## config.mk

```make
export PLATFORM = sky130hd
export DESIGN_NAME = card_reader_frame_receiver
export DESIGN_NICKNAME = d
export VERILOG_FILES = /design/src/design/cfr_pkg.sv /design/src/design/cfr_front.sv /design/src/design/cfr_fifo.sv /design/src/design/cfr_back.sv /design/src/design/card_reader_frame_receiver.sv
export SDC_FILE = /design/constraint.sdc
export NUM_CORES = 1
export LEC_CHECK = 0
export BUFFER_PORTS_ARGS = -buffer_cell sky130_fd_sc_hd__clkbuf_2
export CAP_MARGIN = 25
export CORE_MARGIN = 3
export CORE_UTILIZATION = 45
export CTS_BUF_LIST = sky130_fd_sc_hd__clkbuf_8
export CTS_CLUSTER_DIAMETER = 200
export CTS_CLUSTER_SIZE = 20
export DETAILED_ROUTE_END_ITERATION = 12
export GPL_TIMING_DRIVEN = 0
export RECOVER_POWER = 25
export SETUP_SLACK_MARGIN = 0.02
export SYNTH_ARGS = -nofsm -noshare
export SYNTH_HDL_FRONTEND = slang
export SYNTH_HIERARCHICAL = 1
export SYNTH_SLANG_ARGS = --single-unit
```

## constraint.sdc

```tcl
create_clock -name clock -period 15.6 [get_ports clock]
set_input_delay 0 -clock clock [delete_from_list [all_inputs] [get_ports clock]]
set_output_delay 0 -clock clock [all_outputs]
set_load 0.02 [all_outputs]
```

## src/design/cfr_pkg.sv

```systemverilog
// Shared types and constants for the card reader frame receiver.
// No dependencies; used by every module of the block.
`default_nettype none

package cfr_pkg;

   // Result codes, first failing check wins.
   typedef enum logic [1:0] {
      RESULT_OK       = 2'd0,
      RESULT_CHECKSUM = 2'd1,
      RESULT_STATUS   = 2'd2,
      RESULT_HEADER   = 2'd3
   } result_code_type;

   // Register indexes on the csr port.
   localparam logic CSR_EXPECTED_ADDRESS = 1'b0;
   localparam logic CSR_EXPECTED_COMMAND = 1'b1;

   localparam logic [7:0] EXPECTED_ADDRESS_RESET = 8'h01;
   localparam logic [7:0] EXPECTED_COMMAND_RESET = 8'hA1;
   localparam logic [7:0] XOR_GOOD               = 8'hFF;

   typedef struct packed {
      logic [7:0] expected_address;
      logic [7:0] expected_command;
   } cfg_type;

   // One completed frame, as handed from front to back.
   typedef struct packed {
      logic        xor_ok;
      logic [7:0]  status_byte;
      logic [7:0]  address_byte;
      logic [7:0]  command_byte;
      logic [31:0] card_id;
      logic [7:0]  frame_length;
   } frame_rec_type;

endpackage

`default_nettype wire

```

## src/design/cfr_front.sv

```systemverilog
// Front end: takes received words, tracks frame position and captured bytes.
// Pushes one frame record per completed frame. Uses cfr_pkg.
`default_nettype none

module cfr_front #(
   parameter int FRAME_CAPACITY = 64
) (
   input  wire                    clock,
   input  wire                    reset,
   input  wire                    accept,
   input  wire  [7:0]             rx_byte,
   output logic                   push,
   output cfr_pkg::frame_rec_type rec
);

   localparam int CW = $clog2(FRAME_CAPACITY);

   logic [CW-1:0] count_ff, count_in;
   logic [7:0]    length_ff, length_in;
   logic [7:0]    xor_ff, xor_in;
   logic [7:0]    address_ff, address_in;
   logic [7:0]    command_ff, command_in;
   logic [7:0]    status_ff, status_in;
   logic [31:0]   id_ff, id_in;

   logic          start;
   logic [CW:0]   next_wide;
   logic          wrap;
   logic          complete;

   always_comb begin
      start      = (count_ff == '0);
      // frame start: captured bytes read as zero
      length_in  = start ? 8'h00 : length_ff;
      xor_in     = (start ? 8'h00 : xor_ff) ^ rx_byte;
      address_in = start ? 8'h00 : address_ff;
      command_in = start ? 8'h00 : command_ff;
      status_in  = start ? 8'h00 : status_ff;
      id_in      = start ? 32'h0 : id_ff;

      unique case (count_ff)
         CW'(0):  address_in     = rx_byte;
         CW'(1):  length_in      = rx_byte;
         CW'(2):  command_in     = rx_byte;
         CW'(4):  status_in      = rx_byte;
         CW'(7):  id_in[31:24]   = rx_byte;
         CW'(8):  id_in[23:16]   = rx_byte;
         CW'(9):  id_in[15:8]    = rx_byte;
         CW'(10): id_in[7:0]     = rx_byte;
         default: ;
      endcase

      next_wide = {1'b0, count_ff} + (CW+1)'(1);
      wrap      = (next_wide >= (CW+1)'(FRAME_CAPACITY));
      complete  = !wrap && (next_wide >= (CW+1)'(2))
                  && (9'(next_wide) == {1'b0, length_in});

      if (wrap || complete) begin
         count_in = '0;
      end else begin
         count_in = next_wide[CW-1:0];
      end

      push             = accept && complete;
      rec.xor_ok       = (xor_in == cfr_pkg::XOR_GOOD);
      rec.status_byte  = status_in;
      rec.address_byte = address_in;
      rec.command_byte = command_in;
      rec.card_id      = id_in;
      rec.frame_length = length_in;
   end

   always_ff @(posedge clock) begin
      if (reset) begin
         count_ff <= '0;
      end else if (accept) begin
         count_ff <= count_in;
      end
   end

   // payload regs: no reset, masked at frame start
   always_ff @(posedge clock) begin
      if (accept) begin
         length_ff  <= length_in;
         xor_ff     <= xor_in;
         address_ff <= address_in;
         command_ff <= command_in;
         status_ff  <= status_in;
         id_ff      <= id_in;
      end
   end

endmodule

`default_nettype wire

```

## src/design/cfr_fifo.sv

```systemverilog
// Two-entry queue of frame records between front and back.
// Uses cfr_pkg for the record type.
`default_nettype none

module cfr_fifo (
   input  wire                         clock,
   input  wire                         reset,
   input  wire                         push,
   input  wire cfr_pkg::frame_rec_type push_rec,
   output logic                        full,
   output logic                        nonempty,
   input  wire                         pop,
   output cfr_pkg::frame_rec_type      head_rec
);

   cfr_pkg::frame_rec_type entry_ff [2];
   logic       wr_ptr_ff, wr_ptr_in;
   logic       rd_ptr_ff, rd_ptr_in;
   logic [1:0] count_ff, count_in;

   always_comb begin
      full      = (count_ff == 2'd2);
      nonempty  = (count_ff != 2'd0);
      head_rec  = entry_ff[rd_ptr_ff];
      wr_ptr_in = push ? !wr_ptr_ff : wr_ptr_ff;
      rd_ptr_in = pop  ? !rd_ptr_ff : rd_ptr_ff;
      count_in  = count_ff + 2'(push) - 2'(pop);
   end

   always_ff @(posedge clock) begin
      if (reset) begin
         wr_ptr_ff <= 1'b0;
         rd_ptr_ff <= 1'b0;
         count_ff  <= 2'd0;
      end else begin
         wr_ptr_ff <= wr_ptr_in;
         rd_ptr_ff <= rd_ptr_in;
         count_ff  <= count_in;
      end
   end

   always_ff @(posedge clock) begin
      if (push) begin
         entry_ff[wr_ptr_ff] <= push_rec;
      end
   end

   a_count_range: assert property (@(posedge clock) disable iff (reset)
      count_ff != 2'd3)
      else $error("queue count out of range");

   a_no_underflow: assert property (@(posedge clock) disable iff (reset)
      pop |-> nonempty)
      else $error("pop from empty queue");

   a_ptr_track: assert property (@(posedge clock) disable iff (reset)
      (count_ff == 2'd0 || count_ff == 2'd2) |-> (wr_ptr_ff == rd_ptr_ff))
      else $error("queue pointers disagree with count");

endmodule

`default_nettype wire

```

## src/design/cfr_back.sv

```systemverilog
// Back end: checks a frame record's checksum, status and header and holds
// the result word in the output register. Uses cfr_pkg.
`default_nettype none

module cfr_back (
   input  wire                         clock,
   input  wire                         reset,
   input  wire cfr_pkg::cfg_type       cfg,
   input  wire                         q_nonempty,
   input  wire cfr_pkg::frame_rec_type q_rec,
   output logic                        q_pop,
   output logic                        rsp_valid,
   input  wire                         rsp_stall,
   output logic [1:0]                  rsp_result_code,
   output logic [31:0]                 rsp_card_id,
   output logic [7:0]                  rsp_frame_length
);

   logic                     valid_ff, valid_in;
   cfr_pkg::result_code_type code_ff, code_in;
   logic [31:0]              id_ff;
   logic [7:0]               length_ff;

   always_comb begin
      q_pop    = q_nonempty && (!valid_ff || !rsp_stall);
      valid_in = q_pop || (valid_ff && rsp_stall);
      priority if (!q_rec.xor_ok) begin
         code_in = cfr_pkg::RESULT_CHECKSUM;
      end else if (q_rec.status_byte != 8'h00) begin
         code_in = cfr_pkg::RESULT_STATUS;
      end else if (q_rec.address_byte != cfg.expected_address
                   || q_rec.command_byte != cfg.expected_command) begin
         code_in = cfr_pkg::RESULT_HEADER;
      end else begin
         code_in = cfr_pkg::RESULT_OK;
      end
   end

   always_ff @(posedge clock) begin
      if (reset) begin
         valid_ff <= 1'b0;
      end else begin
         valid_ff <= valid_in;
      end
   end

   always_ff @(posedge clock) begin
      if (q_pop) begin
         code_ff   <= code_in;
         id_ff     <= q_rec.card_id;
         length_ff <= q_rec.frame_length;
      end
   end

   assign rsp_valid        = valid_ff;
   assign rsp_result_code  = code_ff;
   assign rsp_card_id      = id_ff;
   assign rsp_frame_length = length_ff;

endmodule

`default_nettype wire

```

## src/design/card_reader_frame_receiver.sv

```systemverilog
// Card reader frame receiver, top level: config registers plus front,
// queue and back. Depends on cfr_pkg, cfr_front, cfr_fifo, cfr_back.
//
// Usage:
//  - req channel: one received byte per word (req_rx_byte). A word is taken
//    when req_valid is high and req_stall low. Byte 1 of a frame is its total
//    length; once that many bytes are in (at least two), one rsp word follows.
//  - rsp channel: result_code (0 ok, 1 checksum, 2 status, 3 header),
//    card_id (frame bytes 7..10, byte 7 in the top bits, zero if not sent)
//    and frame_length. Taken when rsp_valid is high and rsp_stall low.
//  - csr port: csr_write_enable with csr_index 0 writes expected_address,
//    index 1 writes expected_command. Write only while the block is idle.
//  - Throughput: one byte per cycle while req_stall is low.
//  - Frame path: the edge that takes the last byte of a frame writes the
//    queue; the output register loads from the queue head when empty or not stalled.
//  - Reset: frame position cleared, queue and output emptied, registers back
//    to address 0x01 and command 0xA1. Input taken from the next cycle on.
//  - Receiver stall: the output word holds; up to two more finished frames
//    wait in the queue; req_stall rises only when that queue is full.
//  - A count reaching FRAME_CAPACITY without a length match wraps to zero
//    and the partial frame is dropped.
`default_nettype none

module card_reader_frame_receiver #(
   parameter int FRAME_CAPACITY = 64
) (
   input  wire         clock,
   input  wire         reset,
   input  wire         req_valid,
   output logic        req_stall,
   input  wire  [7:0]  req_rx_byte,
   output logic        rsp_valid,
   input  wire         rsp_stall,
   output logic [1:0]  rsp_result_code,
   output logic [31:0] rsp_card_id,
   output logic [7:0]  rsp_frame_length,
   input  wire         csr_write_enable,
   input  wire         csr_index,
   input  wire  [7:0]  csr_write_data
);

   cfr_pkg::cfg_type       cfg_ff;
   cfr_pkg::frame_rec_type front_rec;
   cfr_pkg::frame_rec_type head_rec;
   logic                   accept;
   logic                   push;
   logic                   q_full;
   logic                   q_nonempty;
   logic                   q_pop;

   // config registers
   always_ff @(posedge clock) begin
      if (reset) begin
         cfg_ff.expected_address <= cfr_pkg::EXPECTED_ADDRESS_RESET;
         cfg_ff.expected_command <= cfr_pkg::EXPECTED_COMMAND_RESET;
      end else if (csr_write_enable) begin
         unique case (csr_index)
            cfr_pkg::CSR_EXPECTED_ADDRESS: cfg_ff.expected_address <= csr_write_data;
            cfr_pkg::CSR_EXPECTED_COMMAND: cfg_ff.expected_command <= csr_write_data;
            default: ;
         endcase
      end
   end

   // stall only on a full queue; a completing byte always has room then
   assign req_stall = q_full;
   assign accept    = req_valid && !q_full;

   cfr_front #(
      .FRAME_CAPACITY (FRAME_CAPACITY)
   ) u_front (
      .clock   (clock),
      .reset   (reset),
      .accept  (accept),
      .rx_byte (req_rx_byte),
      .push    (push),
      .rec     (front_rec)
   );

   cfr_fifo u_fifo (
      .clock    (clock),
      .reset    (reset),
      .push     (push),
      .push_rec (front_rec),
      .full     (q_full),
      .nonempty (q_nonempty),
      .pop      (q_pop),
      .head_rec (head_rec)
   );

   cfr_back u_back (
      .clock            (clock),
      .reset            (reset),
      .cfg              (cfg_ff),
      .q_nonempty       (q_nonempty),
      .q_rec            (head_rec),
      .q_pop            (q_pop),
      .rsp_valid        (rsp_valid),
      .rsp_stall        (rsp_stall),
      .rsp_result_code  (rsp_result_code),
      .rsp_card_id      (rsp_card_id),
      .rsp_frame_length (rsp_frame_length)
   );

   a_push_needs_room: assert property (@(posedge clock) disable iff (reset)
      push |-> !q_full)
      else $error("frame pushed into full queue");

   a_pop_feeds_output: assert property (@(posedge clock) disable iff (reset)
      q_pop |=> rsp_valid)
      else $error("queue pop did not load output");

   a_stall_held: assert property (@(posedge clock) disable iff (reset)
      (rsp_valid && rsp_stall) |-> !q_pop)
      else $error("output overwritten while stalled");

endmodule

`default_nettype wire
```

==> metrics, run 1 <==
CTS Buf Count 17; Max Cap Violations 2; vias post-DR 6046; IO Pins 66; count of TritonRoute iterations in the first routing pass 5; later-pin clock latency in the skew report 0.55 ns; Fin. Hold Viols 0; worst vdd ir 0.000106 V; met1 GRT Util 22.1%; total gr overflow 0; prevailing post-synth register cell edfxtp_1; GRT Total Usage 16.1%; Crit path top cell by count ha_1; Layout area overhead 10.0%; CP max stage cell a21boi_0; top post-synthesis cells by count edfxtp_1, nand2_1, mux2_4; GR Util met3 2.29%; top-count cell post-synth edfxtp_1; first-pass GRT wire length 33700 µm; final hold slack 0.239 ns; kind of critical path reg2reg; Setup-failing EPs final 0; CTS H-Tree Depth 1; setup TNS 0 ns; CTS tree built; largest net degree at the start of global routing 44; met2 usage 27.3%; crit-path cells or2_2 -> a21boi_0 -> ha_1 -> inv_1 -> ha_1 -> xnor3_1 -> nor2_1; Syn Nets 733; Cell Pwr Density 143 nW/µm²; Detailed Place HPWL 13700 µm; Critical Path Source Type register; worst min path class in2reg; Max FO, Critical Path 17; clock-pin slew on the worst setup and hold paths 0.11 ns; Die Wd 163 µm; die area 26500 µm²; post-DR wirelength/cell 18.9 µm; initial antenna violation count 0; GPL Wtd Cong 0.843; RSZ-0062 raised after global routing no; core area 23800 µm²; status finished, violations left; cell taking the most area after synthesis edfxtp_1; critical path's top delay family compound AO/OA/AOI/OAI gates; #FFs+latches synth 272; layout cells sized above 1 13.1%; gr busiest metal met2; port buffer count 57; Post-CTS Setup Repair Bufs 0; Syn. warnings 6; CTS Sinks 272; failing checks capacitance limit, slew limit; Detailed Route Iter0 Violations 520; Pleak 4.10 nW; Worst R2R Path Depth 7; Post-Synthesis Cells 705; Synth Area per Inst 15.7 µm²; # rows 56; Slew @ Worst Pin 3.33 ns; Async S/R FF share, synth 0%; Tmin final 4.30 ns; sequential-to-total area share from yosys stat 71.2%; slowest stage delay, CP 2.46 ns; initial cell density of the core 46.5%; CP endpoint kind register; Root Buffer Master clkbuf_8; fmax 0.232 GHz; Clock Skew 0.0430 ns; Worst EP arrival 4.76 ns; nets 834; largest buffer count on any clock path 3; Critical Path RT 16.06 ns; Slew Limit Fails 40; worst path bufs/invs 1; Chip Height 163 µm; DRC 0; fin crit share 27.6%; Final ANT Viol Nets 0; Rel. slew slack -124%; top cell type's share of synthesized area 66.1%; hold path depth 3; overall power 1.74 mW; Yosys cell types 49; top cells by area, synth edfxtp_1, mux2_4, dfxtp_1, nand2_1, xnor2_1; WL final 21500 µm; vias per cell 5.32; number of global-route vias before repair 6080; number of synthesized flops with an enable pin 244; Reg2Reg Setup Slack 11.30 ns; Syn Std Cell Area 11100 µm²; number of stages on the worst setup path 7
-- path summary, 6_finish.rpt --
kind                   endpoint               start
min            u_front/id_ff[1]      req_rx_byte[1]
max reg2reg  u_fifo/count_ff[1]  u_fifo/count_ff[1]
min reg2reg          cfg_ff[11]          cfg_ff[11]
max          u_fifo/count_ff[1]  u_fifo/count_ff[1]
-- placed cells by master, fill, tap and decap left out, types with 3 or more instances in the layout --
master,synthesis,final
nor2_1,11,11
and2_1,4,3
and3_1,4,4
buf_12,0,4
o21ai_1,4,4
a21oi_1,12,12
mux2_1,0,24
clkbuf_1,24,75
o21a_1,3,3
buf_2,4,3
a31oi_1,3,3
mux2_4,50,27
a22o_1,18,18
dfxtp_1,28,28
nor3_1,4,4
nor4_2,3,3
nand4_1,9,9
inv_1,7,18
clkbuf_2,0,12
ha_1,6,6
nor4_1,3,3
nor2b_1,5,4
xnor2_1,30,30
nand3_1,11,11
nand2b_1,18,18
dlygate4sd3_1,0,19
buf_6,9,5
mux2i_1,11,11
nand2_1,90,90
o21ai_0,39,39
edfxtp_1,244,244
clkbuf_8,0,17
mux2_2,23,22
-- cells by family (layout without fill, tap and decap cells) --
logic type	count (synthesis)	after routing	share of synthesized area (%)
AOI/OAI and AO/OA	89	89	5.03
xor gates and xnor gates	31	31	2.57
adders and majority gates	6	6	0.678
buffers and inverters	45	156	2.18
DFF	272	272	71.2
muxes	84	84	10.1
other	0	1	0
and+or+nand+nor	178	178	8.24
-- per-stage QoR --
stage / setup slack [ns] / utilization [%] / cells / area, µm²
finish: 11.30 / 51.2 / 1136 / 12200
global route: 10.99 / 51.2 / 1135 / 12200
CTS: 11.77 / 52.1 / 1135 / 12400
detailed placement: 11.85 / 50.1 / 1087 / 11900
global placement: 2.81 / 49.4 / 1081 / 11800
floorplan: 7.19 / - / 705 / 11100
-- metal layers --
layer / vias to the layer above / share of wire (%) / wire, µm
li1: 2818 / - / -
met5: - / 0 / 0
met2: 171 / 48 / 10300
met3: 39 / 4.6 / 985
met1: 3018 / 45 / 9640
met4: 0 / 2.5 / 547
-- flip-flops by register name, indices dropped and copies added, names as in the netlist, named ones only --
signal                   flops
u_fifo/wr_ptr_ff             1
u_back/rsp_frame_length      8
cfg_ff                      16
u_fifo/rd_ptr_ff             1
u_front/status_ff            8
u_fifo/count_ff              2
u_front/count_ff             6
u_back/rsp_card_id          32
u_front/length_ff            8
u_fifo/entry_ff            130
u_front/command_ff           8
u_back/rsp_valid             1
u_front/xor_ff               8
u_front/id_ff               32
u_back/rsp_result_code       2
u_front/address_ff           8
-- cell type report --
cell class	instances	area [µm²]
flip-flops and latches	272	7890
diodes	1	2.50
clock buffers	17	234
multi-input cells	388	2870
clock inverters	12	50.0
well taps	319	399
fillers	2059	11600
repair buffers	82	531
plain buffers	38	184
inverters	7	26.3
-- what timing repair did --
item | in CTS | in global routing
hold buffers | 19 | 0
resized for setup | 0 | 0
hold endpoints to repair | 62 | 0
-- report_power, final --
part / switching, mW / internal [mW] / total [mW]
registers: 0.0344 / 0.963 / 0.998
clock network: 0.210 / 0.104 / 0.314
logic: 0.282 / 0.145 / 0.427
total: 0.526 / 1.21 / 1.74
-- tightest hold or removal path: stages --
cell and delay, ns:
clkbuf_1 0.33, nand2_1 0.14, o21ai_0 0.12
(Power assumes the default switching activity.)
==> run 2, diff against run 1 <==
- ABC_AREA: default -> 1
- clock period: 15.6 -> 4.2 ns (I/O delays scaled with it)
==> run 2 against run 1 <==
  * The run still ends with capacitance limit, slew limit left
  * Utilization is 0.19 points higher
  * Sequential power grew to 3.7 times the previous value
  * Critical path depth is 6 higher
  * Sequential share of layout area is 1.7 points lower
  * Critical path type unchanged
  * Largest cell class unchanged
==> metrics, run 2 <==
clock-pin slew on the worst setup and hold paths 0.12 ns; Final Non-Filler Cells 1285; Pleak 4.60 nW; CTS Buf Count 17; Detailed Route Iter0 Violations 728; CP endpoint kind register; Hold Crit Start req_rx_byte[5]; Async S/R FF share, synth 0%; prevailing post-synth register cell edfxtp_1; port buffer count 64; Yosys cell types 31; CTS Sinks 272; placed cell count 1219; worst path bufs/invs 3; count of TritonRoute iterations in the first routing pass 5; nets 979; top cells by area, synth edfxtp_1, mux2_4, dfxtp_1, nand2_1, o21ai_0; worst min path class in2reg; capturing point of the worst reg2reg path u_fifo/entry_ff[0][21]; top post-synthesis cells by count edfxtp_1, nand2_1, o21ai_0; largest net degree at the start of global routing 37; fin crit share 84.8%; status finished, violations left; # rows 57; Crit path top cell by count nor2_1; Final ANT Viol Nets 0; most frequent cells in the layout edfxtp_1, nand2_1, o21ai_0, inv_1; Hold EP u_front/xor_ff[5]; top-count cell post-synth edfxtp_1; Slew Limit Fails 17; Critical Path RT 4.42 ns; RSZ-0062 raised after global routing no; Detailed Place HPWL 13800 µm; DRC 0; CP max stage cell dfxtp_1; Syn Nets 853; final hold slack 0.214 ns; most common cell after layout, fill and taps aside edfxtp_1; Setup-failing EPs final 0; initial antenna violation count 0; number of global-route vias before repair 6366; CTS tree built; initial cell density of the core 45.8%; Max Cap Violations 1; GPL Wtd Cong 0.814; Slew @ Worst Pin 2.01 ns; setup TNS 0 ns; hold path depth 3; post-route setup slack 0.639 ns; CTS H-Tree Depth 1; Post-Synthesis Cells 825; fmax 0.281 GHz; sequential-to-total area share from yosys stat 70.5%; Cell Pwr Density 544 nW/µm²; Critical Path Source Type register; top cell type's share of synthesized area 65.5%; Layout area overhead 12.0%; vias per cell 5.01; largest buffer count on any clock path 3; Rel. slew slack -33.8%; GRT Total Usage 16.4%; die area 26800 µm²; Synth Area per Inst 13.6 µm²; WL final 21700 µm; first-pass GRT wire length 34300 µm; slowest stage delay, CP 0.49 ns; Reg2Reg Setup Slack 0.64 ns; Syn. warnings 6; Max FO, Critical Path 29; kind of critical path reg2reg; critical path's top delay family simple AND/OR/NAND/NOR gates; Reg with most FFs u_fifo/entry_ff; layout cells sized above 1 12.1%; #FFs+latches synth 272; Worst R2R Path Depth 13; ant diodes 0; Die Wd 164 µm; total gr overflow 0; crit-path cells ha_1 -> buf_1 -> nand3_4 -> nand3_1 -> o21ai_2 -> nor2_1 -> nand2_1 -> nor2_2 -> nand2_4 -> nor2_1 -> inv_1 -> nor2_4 -> buf_12; Syn Std Cell Area 11200 µm²; worst r2r src u_front/count_ff[0]; IO Pins 66; cell taking the most area after synthesis edfxtp_1; max reg flops 130; failing checks capacitance limit, slew limit; Worst EP arrival 3.78 ns; Fin. Hold Viols 0; number of synthesized flops with an enable pin 244; Tmin final 3.56 ns; Post-CTS Setup Repair Bufs 0; Root Buffer Master clkbuf_8; Chip Height 164 µm; Clock Skew 0.0260 ns; post-DR wirelength/cell 16.9 µm; worst vdd ir 0.000737 V; # fillers 2155; pre-CTS worst setup slack 0.677 ns; vias post-DR 6435; later-pin clock latency in the skew report 0.54 ns; core area 24400 µm²
-- run 2: area by class of cell --
class,count,area (µm²),share of cell area [%]
well taps,324,405,3.24
clock buffers,17,234,1.87
repair buffers,107,754,6.02
multi-input cells,458,2770,22.1
inverters,67,259,2.07
flip-flops and latches,272,7890,63.0
clock inverters,12,53.8,0.430
plain buffers,28,161,1.29
-- run 2: per-layer routing --
metal / wire [µm] / GRT usage, % / share of wire (%) / vias to the layer above
met5: 0 / 0 / 0 / -
met1: 10100 / 23.4 / 46 / 3104
met4: 291 / 3.81 / 1.3 / 0
li1: - / - / - / 3175
met2: 10300 / 27.0 / 48 / 134
met3: 997 / 2.18 / 4.6 / 22
-- run 2: logic make-up (layout without fill, tap and decap cells) --
group / count (synthesis) / after routing / synth area share [%]
buffers and inverters: 95 / 231 / 4.05
DFF: 272 / 272 / 70.5
muxes: 65 / 65 / 8.23
AOI/OAI and AO/OA: 88 / 88 / 3.97
adders and majority gates: 6 / 6 / 0.671
xor gates and xnor gates: 11 / 11 / 0.862
and+or+nand+nor: 288 / 288 / 11.7
-- run 2: worst register-to-register path: stages, from the launching register on --
cell and delay [ns]:
dfxtp_1 0.49, ha_1 0.20, buf_1 0.45, nand3_4 0.26, nand3_1 0.17, o21ai_2 0.09
nor2_1 0.16, nand2_1 0.08, nor2_2 0.13, nand2_4 0.10, nor2_1 0.26, inv_1 0.12
nor2_4 0.44, buf_12 0.28
-- run 2: how the worst max path moves through the flow --
stage                        startpoint                     end  depth (start not counted)
finish              u_front/count_ff[0]  u_fifo/entry_ff[0][21]                         13
global route        u_front/count_ff[0]  u_fifo/entry_ff[0][21]                         13
CTS                 u_front/count_ff[0]  u_fifo/entry_ff[0][21]                         13
detailed placement  u_front/count_ff[0]  u_fifo/entry_ff[0][40]                         13
global placement     u_fifo/count_ff[1]  u_fifo/entry_ff[1][43]                          8
floorplan            u_fifo/count_ff[1]   u_fifo/entry_ff[1][0]                          8
-- run 2: repair_timing --
action,CTS,global route
endpoints found under the hold margin,82,0
gates resized for setup,0,0
hold buffers,37,0
endpoints found under the setup margin,0,0
-- run 2: through the flow --
stage	power (mW)	util, %	instance area [µm²]
after CTS	7.06	52.1	12700
after global routing	7.22	51.3	12500
after detailed placement	5.84	49.4	12100
after floorplan	5.24	-	11200
final	6.81	51.3	12500
after global placement	5.78	48.9	11900
-- run 2: where the power goes --
group          internal [mW]  switching (mW)
Sequential              3.62           0.120
Combinational          0.650            1.24
Clock                  0.390           0.793
==> run 3, diff against run 2 <==
- clock period: 4.2 -> 3.6 ns (I/O delays scaled with it)
==> run 3 against run 2 <==
  * Sequential share of layout area decreased by 0.29 points
  * Die area unchanged
  * Flip-flop and latch count unchanged
  * Final cell count grew 0.31%
  * Routed wire length grew 2.7%
  * Clock skew increased by 0.0076 ns
  * Critical path depth stayed put
  * Sequential power grew 17%
  * The flow still finishes with violations (capacitance limit, slew limit)
  * Utilization grew 0.24 points
  * Critical endpoint is now u_fifo/entry_ff[1][14]
  * Critical path type unchanged
  * Maximum frequency rose by 6.7%
  * Setup slack worse by 0.38 ns
==> metrics, run 3 (synthesis results as in run 2) <==
Rel. slew slack -20.7%; IO Pins 66; die area 26800 µm²; port buffer count 64; WL final 22200 µm; setup TNS 0 ns; Die Wd 164 µm; CTS Buf Count 17; Fin. Hold Viols 0; CTS H-Tree Depth 1; clock-pin slew on the worst setup and hold paths 0.12 ns; initial antenna violation count 0; ant diodes 0; Root Buffer Master clkbuf_8; max reg flops 130; Detailed Place HPWL 14100 µm; Max Cap Violations 1; Clock Skew 0.0336 ns; GPL Wtd Cong 0.825; Cell Pwr Density 629 nW/µm²; nets 984; Critical Path RT 3.81 ns; GRT Total Usage 16.8%; Pleak 4.62 nW; DRC 0; Slew Limit Fails 19; vias per cell 5.10; largest net degree at the start of global routing 28; CTS tree built; hold path depth 3; Setup-failing EPs final 0; kind of critical path reg2reg; CTS Sinks 272; CP endpoint kind register; # rows 57; Detailed Route Iter0 Violations 540; failing checks capacitance limit, slew limit; worst min path class in2reg; Worst EP arrival 3.55 ns; Cell Area, Placed 12100 µm²; worst vdd ir 0.000378 V; later-pin clock latency in the skew report 0.53 ns; vias post-DR 6574; Final ANT Viol Nets 0; # fillers 2164; overall power 7.92 mW; Hold Crit Start req_rx_byte[5]; Reg with most FFs u_fifo/entry_ff; count of TritonRoute iterations in the first routing pass 5; fmax 0.300 GHz; Hold EP u_front/xor_ff[5]; Tmin final 3.34 ns; post-route cell area 12600 µm²; RSZ-0062 raised after global routing yes; Layout area overhead 12.5%; Util after Layout 51.6%; total gr overflow 0; Chip Height 164 µm; Worst R2R Path Depth 13; status finished, violations left; first-pass GRT wire length 35400 µm; capturing point of the worst reg2reg path u_fifo/entry_ff[1][14]; fin crit share 92.7%; Critical Path Source Type register; final hold slack 0.171 ns; most common cell after layout, fill and taps aside edfxtp_1; most frequent cells in the layout edfxtp_1, nand2_1, o21ai_0, inv_1, nand3_1; post-DR wirelength/cell 17.3 µm; Reg2Reg Setup Slack 0.26 ns; Slew @ Worst Pin 1.81 ns; largest buffer count on any clock path 3; layout cells sized above 1 12.6%; number of global-route vias before repair 6489; worst r2r src u_front/count_ff[0]; Max FO, Critical Path 23; initial cell density of the core 45.8%; core area 24400 µm²
## run 3: timing repair
action	in CTS	in global routing
gates resized for setup	0	1
setup buffers	1	0
hold buffers	39	0
pin swaps	1	0
endpoints found under the setup margin	23	46
gates cloned	0	1
endpoints found under the hold margin	86	0
## run 3: cell type report
cell class | count | area (µm²) | share of cell area, %
Timing Repair Buffer | 111 | 795 | 6.31
Clock buffer | 17 | 234 | 1.86
Buffer | 28 | 171 | 1.36
Tap cell | 324 | 405 | 3.22
Inverter | 67 | 260 | 2.07
Sequential cell | 272 | 7890 | 62.7
Clock inverter | 11 | 46.3 | 0.368
Multi-Input combinational cell | 458 | 2780 | 22.1
Timing Repair inverter | 1 | 7.51 | 0.0597
## run 3: power by group
group / internal [mW] / switching [mW] / total, mW
clock: 0.451 / 0.915 / 1.37
combinational: 0.747 / 1.44 / 2.19
sequential: 4.22 / 0.142 / 4.37
total: 5.42 / 2.50 / 7.92
## run 3: how the worst max path moves through the flow
stage,from,to,slack (ns),depth (start not counted)
6_report,u_front/count_ff[0],u_fifo/entry_ff[1][14],0.26,13
5_1_grt,u_front/count_ff[0],u_fifo/entry_ff[1][14],0.01,13
4_1_cts,u_front/count_ff[0],u_fifo/entry_ff[1][14],0.25,13
3_5_place_dp,u_front/count_ff[0],u_fifo/entry_ff[0][43],-0.01,14
3_3_place_gp,u_fifo/count_ff[1],u_fifo/entry_ff[0][43],-1.33,8
2_1_floorplan,u_fifo/count_ff[1],u_fifo/entry_ff[0][0],-0.001,8
## run 3: worst max-delay path: stages, from the launching register on
cell	delay, ns
dfxtp_1	0.49
ha_1	0.19
buf_1	0.42
nand3_4	0.24
nand3_1	0.16
o21ai_2	0.09
nor2_1	0.16
nand2_1	0.08
nor2_2	0.12
nand2_4	0.11
nor2_4	0.14
nand2_1	0.19
clkinvlp_4	0.37
buf_12	0.23
## run 3: routing by layer
layer	GRT usage, %	share of wire, %	up-vias
met4	3.27	1.3	0
li1	-	-	3176
met2	28.1	48	129
met5	0	0	-
met3	2.28	4.2	27
met1	23.9	46	3242
## run 3: through the flow
stage / std cells / setup WS (ns)
floorplan: 825 / -0.00143
global placement: 1213 / -1.33
detailed placement: 1220 / -0.0135
CTS: 1288 / 0.250
global route: 1289 / 0.0121
finish: 1289 / 0.263
